### src/sv/assert_macros.svh
// Assertion macros shared by the thinning block RTL.
// Define ASSERT_OFF to compile every assertion out.
`ifndef ASSERT_MACROS_SVH
`define ASSERT_MACROS_SVH

`ifndef ASSERT_OFF

// Same-cycle implication, disabled while reset is asserted.
`define ASSERT_IMPLIES(label, clk, rst_n, ante, cons) \
    label: assert property (@(posedge clk) disable iff (!rst_n) (ante) |-> (cons)) \
        else $error("assertion failed");

// Next-cycle implication, disabled while reset is asserted.
`define ASSERT_NEXT(label, clk, rst_n, ante, cons) \
    label: assert property (@(posedge clk) disable iff (!rst_n) (ante) |=> (cons)) \
        else $error("assertion failed");

`else

`define ASSERT_IMPLIES(label, clk, rst_n, ante, cons)
`define ASSERT_NEXT(label, clk, rst_n, ante, cons)

`endif

`endif

### src/sv/gkt_pkg.sv
// Shared constants and types for the greedy keypoint thinning block.
// No dependencies.
package gkt_pkg;

    localparam int COORD_W            = 16;
    localparam int INDEX_W            = 16;
    localparam int THRESH_W           = 33;
    localparam int DIST_W             = 34;
    localparam int ENTRY_W            = 2 * COORD_W;
    localparam int MAX_SURVIVORS_DEF  = 64;

    localparam logic [INDEX_W-1:0]  INDEX_MAX    = '1;
    localparam logic [THRESH_W-1:0] THRESH_RESET = THRESH_W'(25600);

    // Step enables from the sequencer to the distance unit.
    typedef struct packed {
        logic diff_en;
        logic sq_x_en;
        logic sq_y_en;
    } t_dist_ctrl;

endpackage

### src/sv/gkt_point_if.sv
// Request channel carrying one keypoint into the thinning block.
// Depends on gkt_pkg.
interface gkt_point_if;
    logic                         valid;
    logic                         ready;
    logic                         start_req;
    logic [gkt_pkg::COORD_W-1:0]  pos_x;
    logic [gkt_pkg::COORD_W-1:0]  pos_y;

    modport source (output valid, start_req, pos_x, pos_y, input ready);
    modport sink   (input valid, start_req, pos_x, pos_y, output ready);
endinterface

### src/sv/gkt_kept_if.sv
// Request channel carrying one kept keypoint out of the thinning block.
// Depends on gkt_pkg.
interface gkt_kept_if;
    logic                         valid;
    logic                         ready;
    logic [gkt_pkg::COORD_W-1:0]  kept_x;
    logic [gkt_pkg::COORD_W-1:0]  kept_y;
    logic [gkt_pkg::INDEX_W-1:0]  point_index;
    logic                         store_full;

    modport source (output valid, kept_x, kept_y, point_index, store_full, input ready);
    modport sink   (input valid, kept_x, kept_y, point_index, store_full, output ready);
endinterface

### src/sv/gkt_dist_unit.sv
// Shared squared-distance unit: one 16x16 squarer used for dx then dy.
// Depends on gkt_pkg.
module gkt_dist_unit (
    input  logic                          i_clk,
    input  gkt_pkg::t_dist_ctrl           i_ctrl,
    input  logic [gkt_pkg::COORD_W-1:0]   i_pos_x,
    input  logic [gkt_pkg::COORD_W-1:0]   i_pos_y,
    input  logic [gkt_pkg::ENTRY_W-1:0]   i_entry,
    input  logic [gkt_pkg::THRESH_W-1:0]  i_thresh,
    output logic                          o_far
);
    localparam int CW = gkt_pkg::COORD_W;
    localparam int PW = 2 * gkt_pkg::COORD_W;

    logic [CW-1:0] r_dx;
    logic [CW-1:0] r_dy;
    logic [PW-1:0] r_acc;
    logic [PW-1:0] r_prod;
    logic [CW-1:0] ref_x;
    logic [CW-1:0] ref_y;
    logic [CW-1:0] sq_op;
    logic [PW-1:0] sq_res;
    logic [gkt_pkg::DIST_W-1:0] sq_sum;

    assign ref_x  = i_entry[PW-1:CW];
    assign ref_y  = i_entry[CW-1:0];
    assign sq_op  = i_ctrl.sq_y_en ? r_dy : r_dx;
    assign sq_res = PW'(sq_op) * PW'(sq_op);

    always_ff @(posedge i_clk) begin
        if (i_ctrl.diff_en) begin
            r_dx <= (i_pos_x >= ref_x) ? (i_pos_x - ref_x) : (ref_x - i_pos_x);
            r_dy <= (i_pos_y >= ref_y) ? (i_pos_y - ref_y) : (ref_y - i_pos_y);
        end
        if (i_ctrl.sq_x_en) begin
            r_acc <= sq_res;
        end
        if (i_ctrl.sq_y_en) begin
            r_prod <= sq_res;
        end
    end

    assign sq_sum = gkt_pkg::DIST_W'(r_acc) + gkt_pkg::DIST_W'(r_prod);
    assign o_far  = sq_sum >= gkt_pkg::DIST_W'(i_thresh);

endmodule

### src/sv/greedy_keypoint_thinning_top.sv
// Greedy keypoint thinning: a point is kept if its squared distance to every stored
// survivor of its set is at least the threshold. Each of up to MAX_SURVIVORS survivors
// passes the shared squarer through fetch, difference, square dx, square dy and compare;
// a kept point then waits in decide while the output register is held by the receiver.
// The block takes no new point until the current one is kept or dropped.
// Synchronous active-low reset clears sequencer, count, index, output valid; threshold 25600.
`include "assert_macros.svh"

module greedy_keypoint_thinning_top #(
    parameter int MAX_SURVIVORS = gkt_pkg::MAX_SURVIVORS_DEF
) (
    input  logic                          i_clk,
    input  logic                          i_rst_n,
    input  logic                          i_cfg_wr_en,
    input  logic [gkt_pkg::THRESH_W-1:0]  i_cfg_wr_data,
    gkt_point_if.sink                     i_pt,
    gkt_kept_if.source                    o_kept
);
    localparam int AW = (MAX_SURVIVORS > 1) ? $clog2(MAX_SURVIVORS) : 1;
    localparam int NW = $clog2(MAX_SURVIVORS + 1);
    localparam int CW = gkt_pkg::COORD_W;

    typedef enum logic [2:0] {
        S_IDLE,
        S_FETCH,
        S_DIFF,
        S_SQX,
        S_SQY,
        S_CMP,
        S_DECIDE
    } t_state;

    t_state                        r_state;
    logic [gkt_pkg::THRESH_W-1:0]  r_thresh;
    logic [NW-1:0]                 r_count;
    logic [NW-1:0]                 r_i;
    logic [gkt_pkg::INDEX_W-1:0]   r_set_index;
    logic [gkt_pkg::INDEX_W-1:0]   r_cur_index;
    logic [CW-1:0]                 r_x;
    logic [CW-1:0]                 r_y;
    logic [gkt_pkg::ENTRY_W-1:0]   r_entry;
    logic [gkt_pkg::ENTRY_W-1:0]   r_mem [MAX_SURVIVORS];
    logic                          r_out_valid;
    logic [CW-1:0]                 r_out_x;
    logic [CW-1:0]                 r_out_y;
    logic [gkt_pkg::INDEX_W-1:0]   r_out_index;
    logic                          r_out_full;

    logic [NW-1:0]                 n_count;
    logic [gkt_pkg::INDEX_W-1:0]   n_set_index;
    logic [NW-1:0]                 n_i;
    gkt_pkg::t_dist_ctrl           dist_ctrl;
    logic                          far;
    logic                          pt_acc;
    logic                          out_free;
    logic                          has_room;

    assign pt_acc   = i_pt.valid && i_pt.ready;
    assign out_free = !r_out_valid || o_kept.ready;
    assign has_room = r_count < NW'(MAX_SURVIVORS);
    assign n_i      = r_i + NW'(1);

    // A start request clears the set before this point is handled.
    assign n_count     = i_pt.start_req ? '0 : r_count;
    assign n_set_index = i_pt.start_req ? '0 : r_set_index;

    assign dist_ctrl.diff_en = (r_state == S_DIFF);
    assign dist_ctrl.sq_x_en = (r_state == S_SQX);
    assign dist_ctrl.sq_y_en = (r_state == S_SQY);

    gkt_dist_unit u_dist (
        .i_clk    (i_clk),
        .i_ctrl   (dist_ctrl),
        .i_pos_x  (r_x),
        .i_pos_y  (r_y),
        .i_entry  (r_entry),
        .i_thresh (r_thresh),
        .o_far    (far)
    );

    always_ff @(posedge i_clk) begin
        if (r_state == S_FETCH) begin
            r_entry <= r_mem[r_i[AW-1:0]];
        end
        if (r_state == S_DECIDE && out_free && has_room) begin
            r_mem[r_count[AW-1:0]] <= {r_x, r_y};
        end
    end

    always_ff @(posedge i_clk) begin
        if (!i_rst_n) begin
            r_state     <= S_IDLE;
            r_thresh    <= gkt_pkg::THRESH_RESET;
            r_count     <= '0;
            r_i         <= '0;
            r_set_index <= '0;
            r_out_valid <= 1'b0;
        end else begin
            if (i_cfg_wr_en) begin
                r_thresh <= i_cfg_wr_data;
            end
            // S_DECIDE reloads the output register itself
            if (o_kept.valid && o_kept.ready && r_state != S_DECIDE) begin
                r_out_valid <= 1'b0;
            end
            unique case (r_state)
                S_IDLE: begin
                    if (pt_acc) begin
                        r_x         <= i_pt.pos_x;
                        r_y         <= i_pt.pos_y;
                        r_count     <= n_count;
                        r_cur_index <= n_set_index;
                        r_set_index <= (n_set_index == gkt_pkg::INDEX_MAX) ?
                                       n_set_index : n_set_index + 1'b1;
                        r_i         <= '0;
                        r_state     <= (n_count == '0) ? S_DECIDE : S_FETCH;
                    end
                end
                S_FETCH: r_state <= S_DIFF;
                S_DIFF:  r_state <= S_SQX;
                S_SQX:   r_state <= S_SQY;
                S_SQY:   r_state <= S_CMP;
                S_CMP: begin
                    if (!far) begin
                        // drop: too close to a survivor
                        r_state <= S_IDLE;
                    end else if (n_i == r_count) begin
                        r_state <= S_DECIDE;
                    end else begin
                        r_i     <= n_i;
                        r_state <= S_FETCH;
                    end
                end
                S_DECIDE: begin
                    // hold until the output register is free
                    if (out_free) begin
                        r_out_valid <= 1'b1;
                        r_out_x     <= r_x;
                        r_out_y     <= r_y;
                        r_out_index <= r_cur_index;
                        r_out_full  <= !has_room;
                        if (has_room) begin
                            r_count <= r_count + NW'(1);
                        end
                        r_state <= S_IDLE;
                    end
                end
                default: r_state <= S_IDLE;
            endcase
        end
    end

    assign i_pt.ready         = (r_state == S_IDLE);
    assign o_kept.valid       = r_out_valid;
    assign o_kept.kept_x      = r_out_x;
    assign o_kept.kept_y      = r_out_y;
    assign o_kept.point_index = r_out_index;
    assign o_kept.store_full  = r_out_full;

    `ASSERT_IMPLIES(a_count_bound, i_clk, i_rst_n, 1'b1, r_count <= NW'(MAX_SURVIVORS))
    `ASSERT_IMPLIES(a_cmp_in_range, i_clk, i_rst_n, r_state == S_CMP, r_i < r_count)
    `ASSERT_NEXT(a_accept_busy, i_clk, i_rst_n, pt_acc, r_state != S_IDLE)
    `ASSERT_IMPLIES(a_out_from_decide, i_clk, i_rst_n, $rose(r_out_valid), $past(r_state) == S_DECIDE)

endmodule

### src/flat_wrapper.sv
// flat-port wrapper written by rule: the top's interface ports become plain ports
module greedy_keypoint_thinning_top_flat 
#(
    parameter int MAX_SURVIVORS = gkt_pkg::MAX_SURVIVORS_DEF
)
  (i_clk, i_rst_n, i_cfg_wr_en, i_cfg_wr_data, i_pt_valid, i_pt_start_req, i_pt_pos_x, i_pt_pos_y, i_pt_ready, o_kept_valid, o_kept_kept_x, o_kept_kept_y, o_kept_point_index, o_kept_store_full, o_kept_ready);
  gkt_point_if i_pt_i ();
  gkt_kept_if o_kept_i ();
  input  logic i_clk;
  input  logic i_rst_n;
  input  logic i_cfg_wr_en;
  input  logic [gkt_pkg::THRESH_W-1:0] i_cfg_wr_data;
  input wire logic [$bits(i_pt_i.valid)-1:0] i_pt_valid;
  input wire logic [$bits(i_pt_i.start_req)-1:0] i_pt_start_req;
  input wire logic [$bits(i_pt_i.pos_x)-1:0] i_pt_pos_x;
  input wire logic [$bits(i_pt_i.pos_y)-1:0] i_pt_pos_y;
  output wire logic [$bits(i_pt_i.ready)-1:0] i_pt_ready;
  output wire logic [$bits(o_kept_i.valid)-1:0] o_kept_valid;
  output wire logic [$bits(o_kept_i.kept_x)-1:0] o_kept_kept_x;
  output wire logic [$bits(o_kept_i.kept_y)-1:0] o_kept_kept_y;
  output wire logic [$bits(o_kept_i.point_index)-1:0] o_kept_point_index;
  output wire logic [$bits(o_kept_i.store_full)-1:0] o_kept_store_full;
  input wire logic [$bits(o_kept_i.ready)-1:0] o_kept_ready;
  assign i_pt_i.valid = i_pt_valid;
  assign i_pt_i.start_req = i_pt_start_req;
  assign i_pt_i.pos_x = i_pt_pos_x;
  assign i_pt_i.pos_y = i_pt_pos_y;
  assign i_pt_ready = i_pt_i.ready;
  assign o_kept_valid = o_kept_i.valid;
  assign o_kept_kept_x = o_kept_i.kept_x;
  assign o_kept_kept_y = o_kept_i.kept_y;
  assign o_kept_point_index = o_kept_i.point_index;
  assign o_kept_store_full = o_kept_i.store_full;
  assign o_kept_i.ready = o_kept_ready;
  greedy_keypoint_thinning_top #(.MAX_SURVIVORS(MAX_SURVIVORS)) u_core (.i_clk(i_clk), .i_rst_n(i_rst_n), .i_cfg_wr_en(i_cfg_wr_en), .i_cfg_wr_data(i_cfg_wr_data), .i_pt(i_pt_i), .o_kept(o_kept_i));
endmodule
### config.mk
export PLATFORM = sky130hd
export DESIGN_NAME = greedy_keypoint_thinning_top_flat
export DESIGN_NICKNAME = d
export VERILOG_FILES = /design/src/sv/gkt_pkg.sv /design/src/sv/gkt_point_if.sv /design/src/sv/gkt_kept_if.sv /design/src/sv/gkt_dist_unit.sv /design/src/sv/greedy_keypoint_thinning_top.sv /design/src/flat_wrapper.sv
export VERILOG_INCLUDE_DIRS = /design/src /design/src/sv
export SDC_FILE = /design/constraint.sdc
export NUM_CORES = 2
export LEC_CHECK = 0
export BUFFER_PORTS_ARGS = -buffer_cell sky130_fd_sc_hd__clkbuf_2
export CAP_MARGIN = 20
export CORE_ASPECT_RATIO = 1.25
export CORE_MARGIN = 1.5
export CORE_UTILIZATION = 35
export CTS_CLUSTER_SIZE = 14
export DETAILED_ROUTE_END_ITERATION = 10
export GPL_ROUTABILITY_DRIVEN = 0
export PLACE_DENSITY = 0.46
export SLEW_MARGIN = 10
export SYNTH_ARGS = -nofsm -noshare
export SYNTH_HDL_FRONTEND = slang
export SYNTH_SLANG_ARGS = --single-unit
### constraint.sdc
create_clock -name i_clk -period 11.7 [get_ports i_clk]
set_input_delay 1.17 -clock i_clk [delete_from_list [all_inputs] [get_ports i_clk]]
set_output_delay 1.17 -clock i_clk [all_outputs]
set_load 0.05 [all_outputs]
==> impl_metrics.env <==
export IMPL_finalHoldViolCount=0
export IMPL_finalCriticalPeriod_ns=8.89
export IMPL_clock_sinks=2338
export IMPL_synthCells=5134
export IMPL_ctsLongestPathBuffers=4
export IMPL_synth_area_leaders="edfxtp_1 68%, mux4_2 15%, fa_1 3.3%"
export IMPL_numCtsBuffers=239
export IMPL_max_cap_viol_count=0
export IMPL_rsz0062_at_grt="no"
export IMPL_synth_top_area_share=0.682
export IMPL_post_route_drc_count=0
export IMPL_clock_fmax_ghz=0.112
export IMPL_portBuffers=121
export IMPL_fin_area_um2=114000
export IMPL_yosysWarnings=0
export IMPL_synth_avg_cell_area_um2=19.5
export IMPL_cp_cell_sequence="nor3b_2, buf_4, mux2i_1, inv_1, nand2_1, fa_1, fa_1, inv_1, fa_1, fa_1, fa_1, inv_1, fa_1, inv_1, ha_1, a2111oi_0, o211ai_1, a22oi_1, o21ai_0, a21oi_1, a21oi_1, a21o_1, a21oi_1, xnor2_1"
export IMPL_fill_cells=25500
export IMPL_slew_viol_final=0
export IMPL_crit_required_ns=12.30
export IMPL_rr_worst_depth=24
export IMPL_clk_insertion_delay_late_ns=0.91
export IMPL_grt_ovfl_total=0
export IMPL_cts_tree="done"
export IMPL_hold_class="reg2reg"
export IMPL_worst_path_max_delay_cell="dfxtp_1"
export IMPL_holdPathEnd="u_core.o_kept.point_index[14]"
export IMPL_ys_seq_area_frac=0.695
export IMPL_coreArea_um2=284000
export IMPL_timing_rr_start="u_core.r_state[2]"
export IMPL_finalSetupTns_ns=0
export IMPL_path_delay_family="adder cells"
export IMPL_worstSetupStartpointType="flip-flop"
export IMPL_drt_vias_per_instance=5.25
export IMPL_critPathKind="reg2reg"
export IMPL_die_h_um=601
export IMPL_worst_endpoint_arrival_ns=9.50
export IMPL_cpPeakStageDelay_ns=0.66
export IMPL_grt_pass1_wl_mm=397
export IMPL_period_share=0.760
export IMPL_wl_mm=281
export IMPL_postRouteAntennaNets=0
export IMPL_synth_largest_area_cell="edfxtp_1"
export IMPL_cts_setup_buffers=0
export IMPL_cp_num_buf_inv=5
export IMPL_min_delay_path_depth=0
export IMPL_cts_root_buf="clkbuf_16"
export IMPL_die_x_um=481
export IMPL_cts_repair_resized=0
export IMPL_crit_path_max_fanout=51
export IMPL_synth_ff_type="edfxtp_1"
export IMPL_clk_pin_slew_ns=0.06
export IMPL_core_rowCount=219
export IMPL_placed_area_um2=106000
export IMPL_synth_common_cells="2,271 x edfxtp_1, 666 x mux4_2, 355 x inv_1, 226 x ha_1, 191 x nor2_1"
export IMPL_slew_headroom=0.293
export IMPL_worstMarginPinSlew_ns=1.06
export IMPL_start_util=0.352
export IMPL_dp_hpwl_mm=169
export IMPL_yosysMostFrequentCell="edfxtp_1"
export IMPL_dieArea_um2=289000
export IMPL_final_setup_viol_count=0
export IMPL_synth_seq_cells=2338
export IMPL_synth_enable_flop_cells=2271
export IMPL_grt_pass1_vias=52100
export IMPL_r2r_slack_ns=2.81
export IMPL_skew_ns=0.0593
export IMPL_startpoint="u_core.r_state[2]"
export IMPL_initialDrtViolationCount=3838
export IMPL_drt_wirelength_per_cell_um=30.0
export IMPL_worstReg2RegEnd="u_core.u_dist.r_prod[28]"
export IMPL_grtUsageTotal=0.194
export IMPL_io_pins=122
export IMPL_syn_area_um2=100000
export IMPL_antenna_found_initial=18
export IMPL_ys_types=76
export IMPL_grt_max_degree=124
export IMPL_drive_gt1_frac=0.247
export IMPL_end_kind="flip-flop"
export IMPL_outcome="complete, no violations"
export IMPL_min_delay_start="u_core.r_cur_index[14]"
export IMPL_dr_total_vias=49200
export IMPL_ctsHoldBuffers=0
export IMPL_drt_first_pass_iters=7
export IMPL_nets=5896
export IMPL_htree_levels=4
export IMPL_syn_to_final_growth_pct=13.7
export IMPL_async_reset_ff_frac=0
export IMPL_synth_nets=5597
export IMPL_cp_common_cell="fa_1"
## flip-flops by register name, indices dropped and copies added, names as in the netlist
register / count
u_core.u_dist.r_prod: 31
u_core.r_i: 7
u_core.r_count: 7
u_core.r_x: 16
u_core.u_dist.r_dy: 16
u_core.r_entry: 32
u_core.r_mem: 2048
u_core.r_set_index: 16
u_core.o_kept.point_index: 16
u_core.r_state: 3
u_core.r_y: 16
u_core.r_thresh: 33
u_core.u_dist.r_dx: 16
u_core.u_dist.r_acc: 31
u_core.o_kept.valid: 1
u_core.o_kept.kept_y: 16
u_core.o_kept.store_full: 1
u_core.o_kept.kept_x: 16
u_core.r_cur_index: 16
## placed cells by master, fill, tap and decap left out, drive strengths merged, types with 11 or more instances in the layout
| master | synthesis | layout |
|---|---|---|
| buf | 97 | 152 |
| a21oi | 99 | 99 |
| a21o | 45 | 45 |
| mux2 | 20 | 20 |
| nand4 | 17 | 17 |
| o21a | 14 | 14 |
| o21bai | 16 | 16 |
| mux2i | 71 | 71 |
| dfxtp | 67 | 67 |
| ha | 226 | 226 |
| nor2b | 75 | 75 |
| nand2b | 11 | 11 |
| nand2 | 174 | 174 |
| fa | 166 | 166 |
| nor2 | 192 | 192 |
| nor3 | 42 | 42 |
| a211oi | 16 | 16 |
| mux4 | 666 | 666 |
| inv | 357 | 361 |
| a31oi | 17 | 17 |
| and2 | 19 | 19 |
| bufinv | 0 | 23 |
| nand3 | 32 | 32 |
| o21ai | 62 | 62 |
| xnor2 | 74 | 74 |
| and3 | 17 | 17 |
| or3 | 12 | 12 |
| xor2 | 31 | 31 |
| clkinv | 4 | 90 |
| clkbuf | 118 | 426 |
| edfxtp | 2271 | 2271 |
| o211ai | 11 | 11 |
## area by class of cell
cell class	instances	area (um2)	share of cell area
Antenna cell	8	20.0	0.000176
Clock buffer	305	6400	0.0563
Clock inverter	120	1170	0.0103
Inverter	361	1360	0.0119
Multi-Input combinational cell	2220	28700	0.252
Sequential cell	2338	69600	0.612
Tap cell	3757	4700	0.0413
Timing Repair Buffer	273	1840	0.0162
## worst max-delay path by stage
stage	endpoint	slack [ns]	depth (start not counted)
final	u_core.u_dist.r_prod[28]	2.81	24
after global routing	u_core.u_dist.r_prod[28]	2.27	24
after CTS	u_core.u_dist.r_prod[28]	2.68	24
after detailed placement	u_core.u_dist.r_prod[28]	2.76	24
after global placement	u_core.u_dist.r_acc[28]	2.97	24
after floorplan	u_core.u_dist.r_acc[31]	3.38	26
## per-stage QoR
stage | setup WS (ns) | std cells | hold WS [ns] | utilization
after global placement | 2.97 | 8947 | 0.400 | 0.373
after global routing | 2.27 | 9375 | 0.389 | 0.400
after detailed placement | 2.76 | 8948 | 0.406 | 0.373
after CTS | 2.68 | 9373 | 0.356 | 0.400
after floorplan | 3.38 | 5134 | 0.400 | -
final | 2.81 | 9382 | 0.421 | 0.400
## cells by family after synthesis
group / after synthesis / share of synthesized area
xor gates and xnor gates: 105 / 0.00919
and+or+nand+nor: 633 / 0.0304
adders and majority gates: 392 / 0.0615
DFF: 2338 / 0.695
AOI/OAI and AO/OA: 333 / 0.0215
muxes: 757 / 0.159
buffers and inverters: 576 / 0.0229
## routing by layer
metal	GRT usage	part of all wire
met5	0	0.000039
met4	0.0511	0.027
met3	0.0224	0.042
met2	0.341	0.52
met1	0.252	0.41
Power is not shown: default switching activity piles up to over one toggle a cycle in this logic, so the estimate is an artifact.
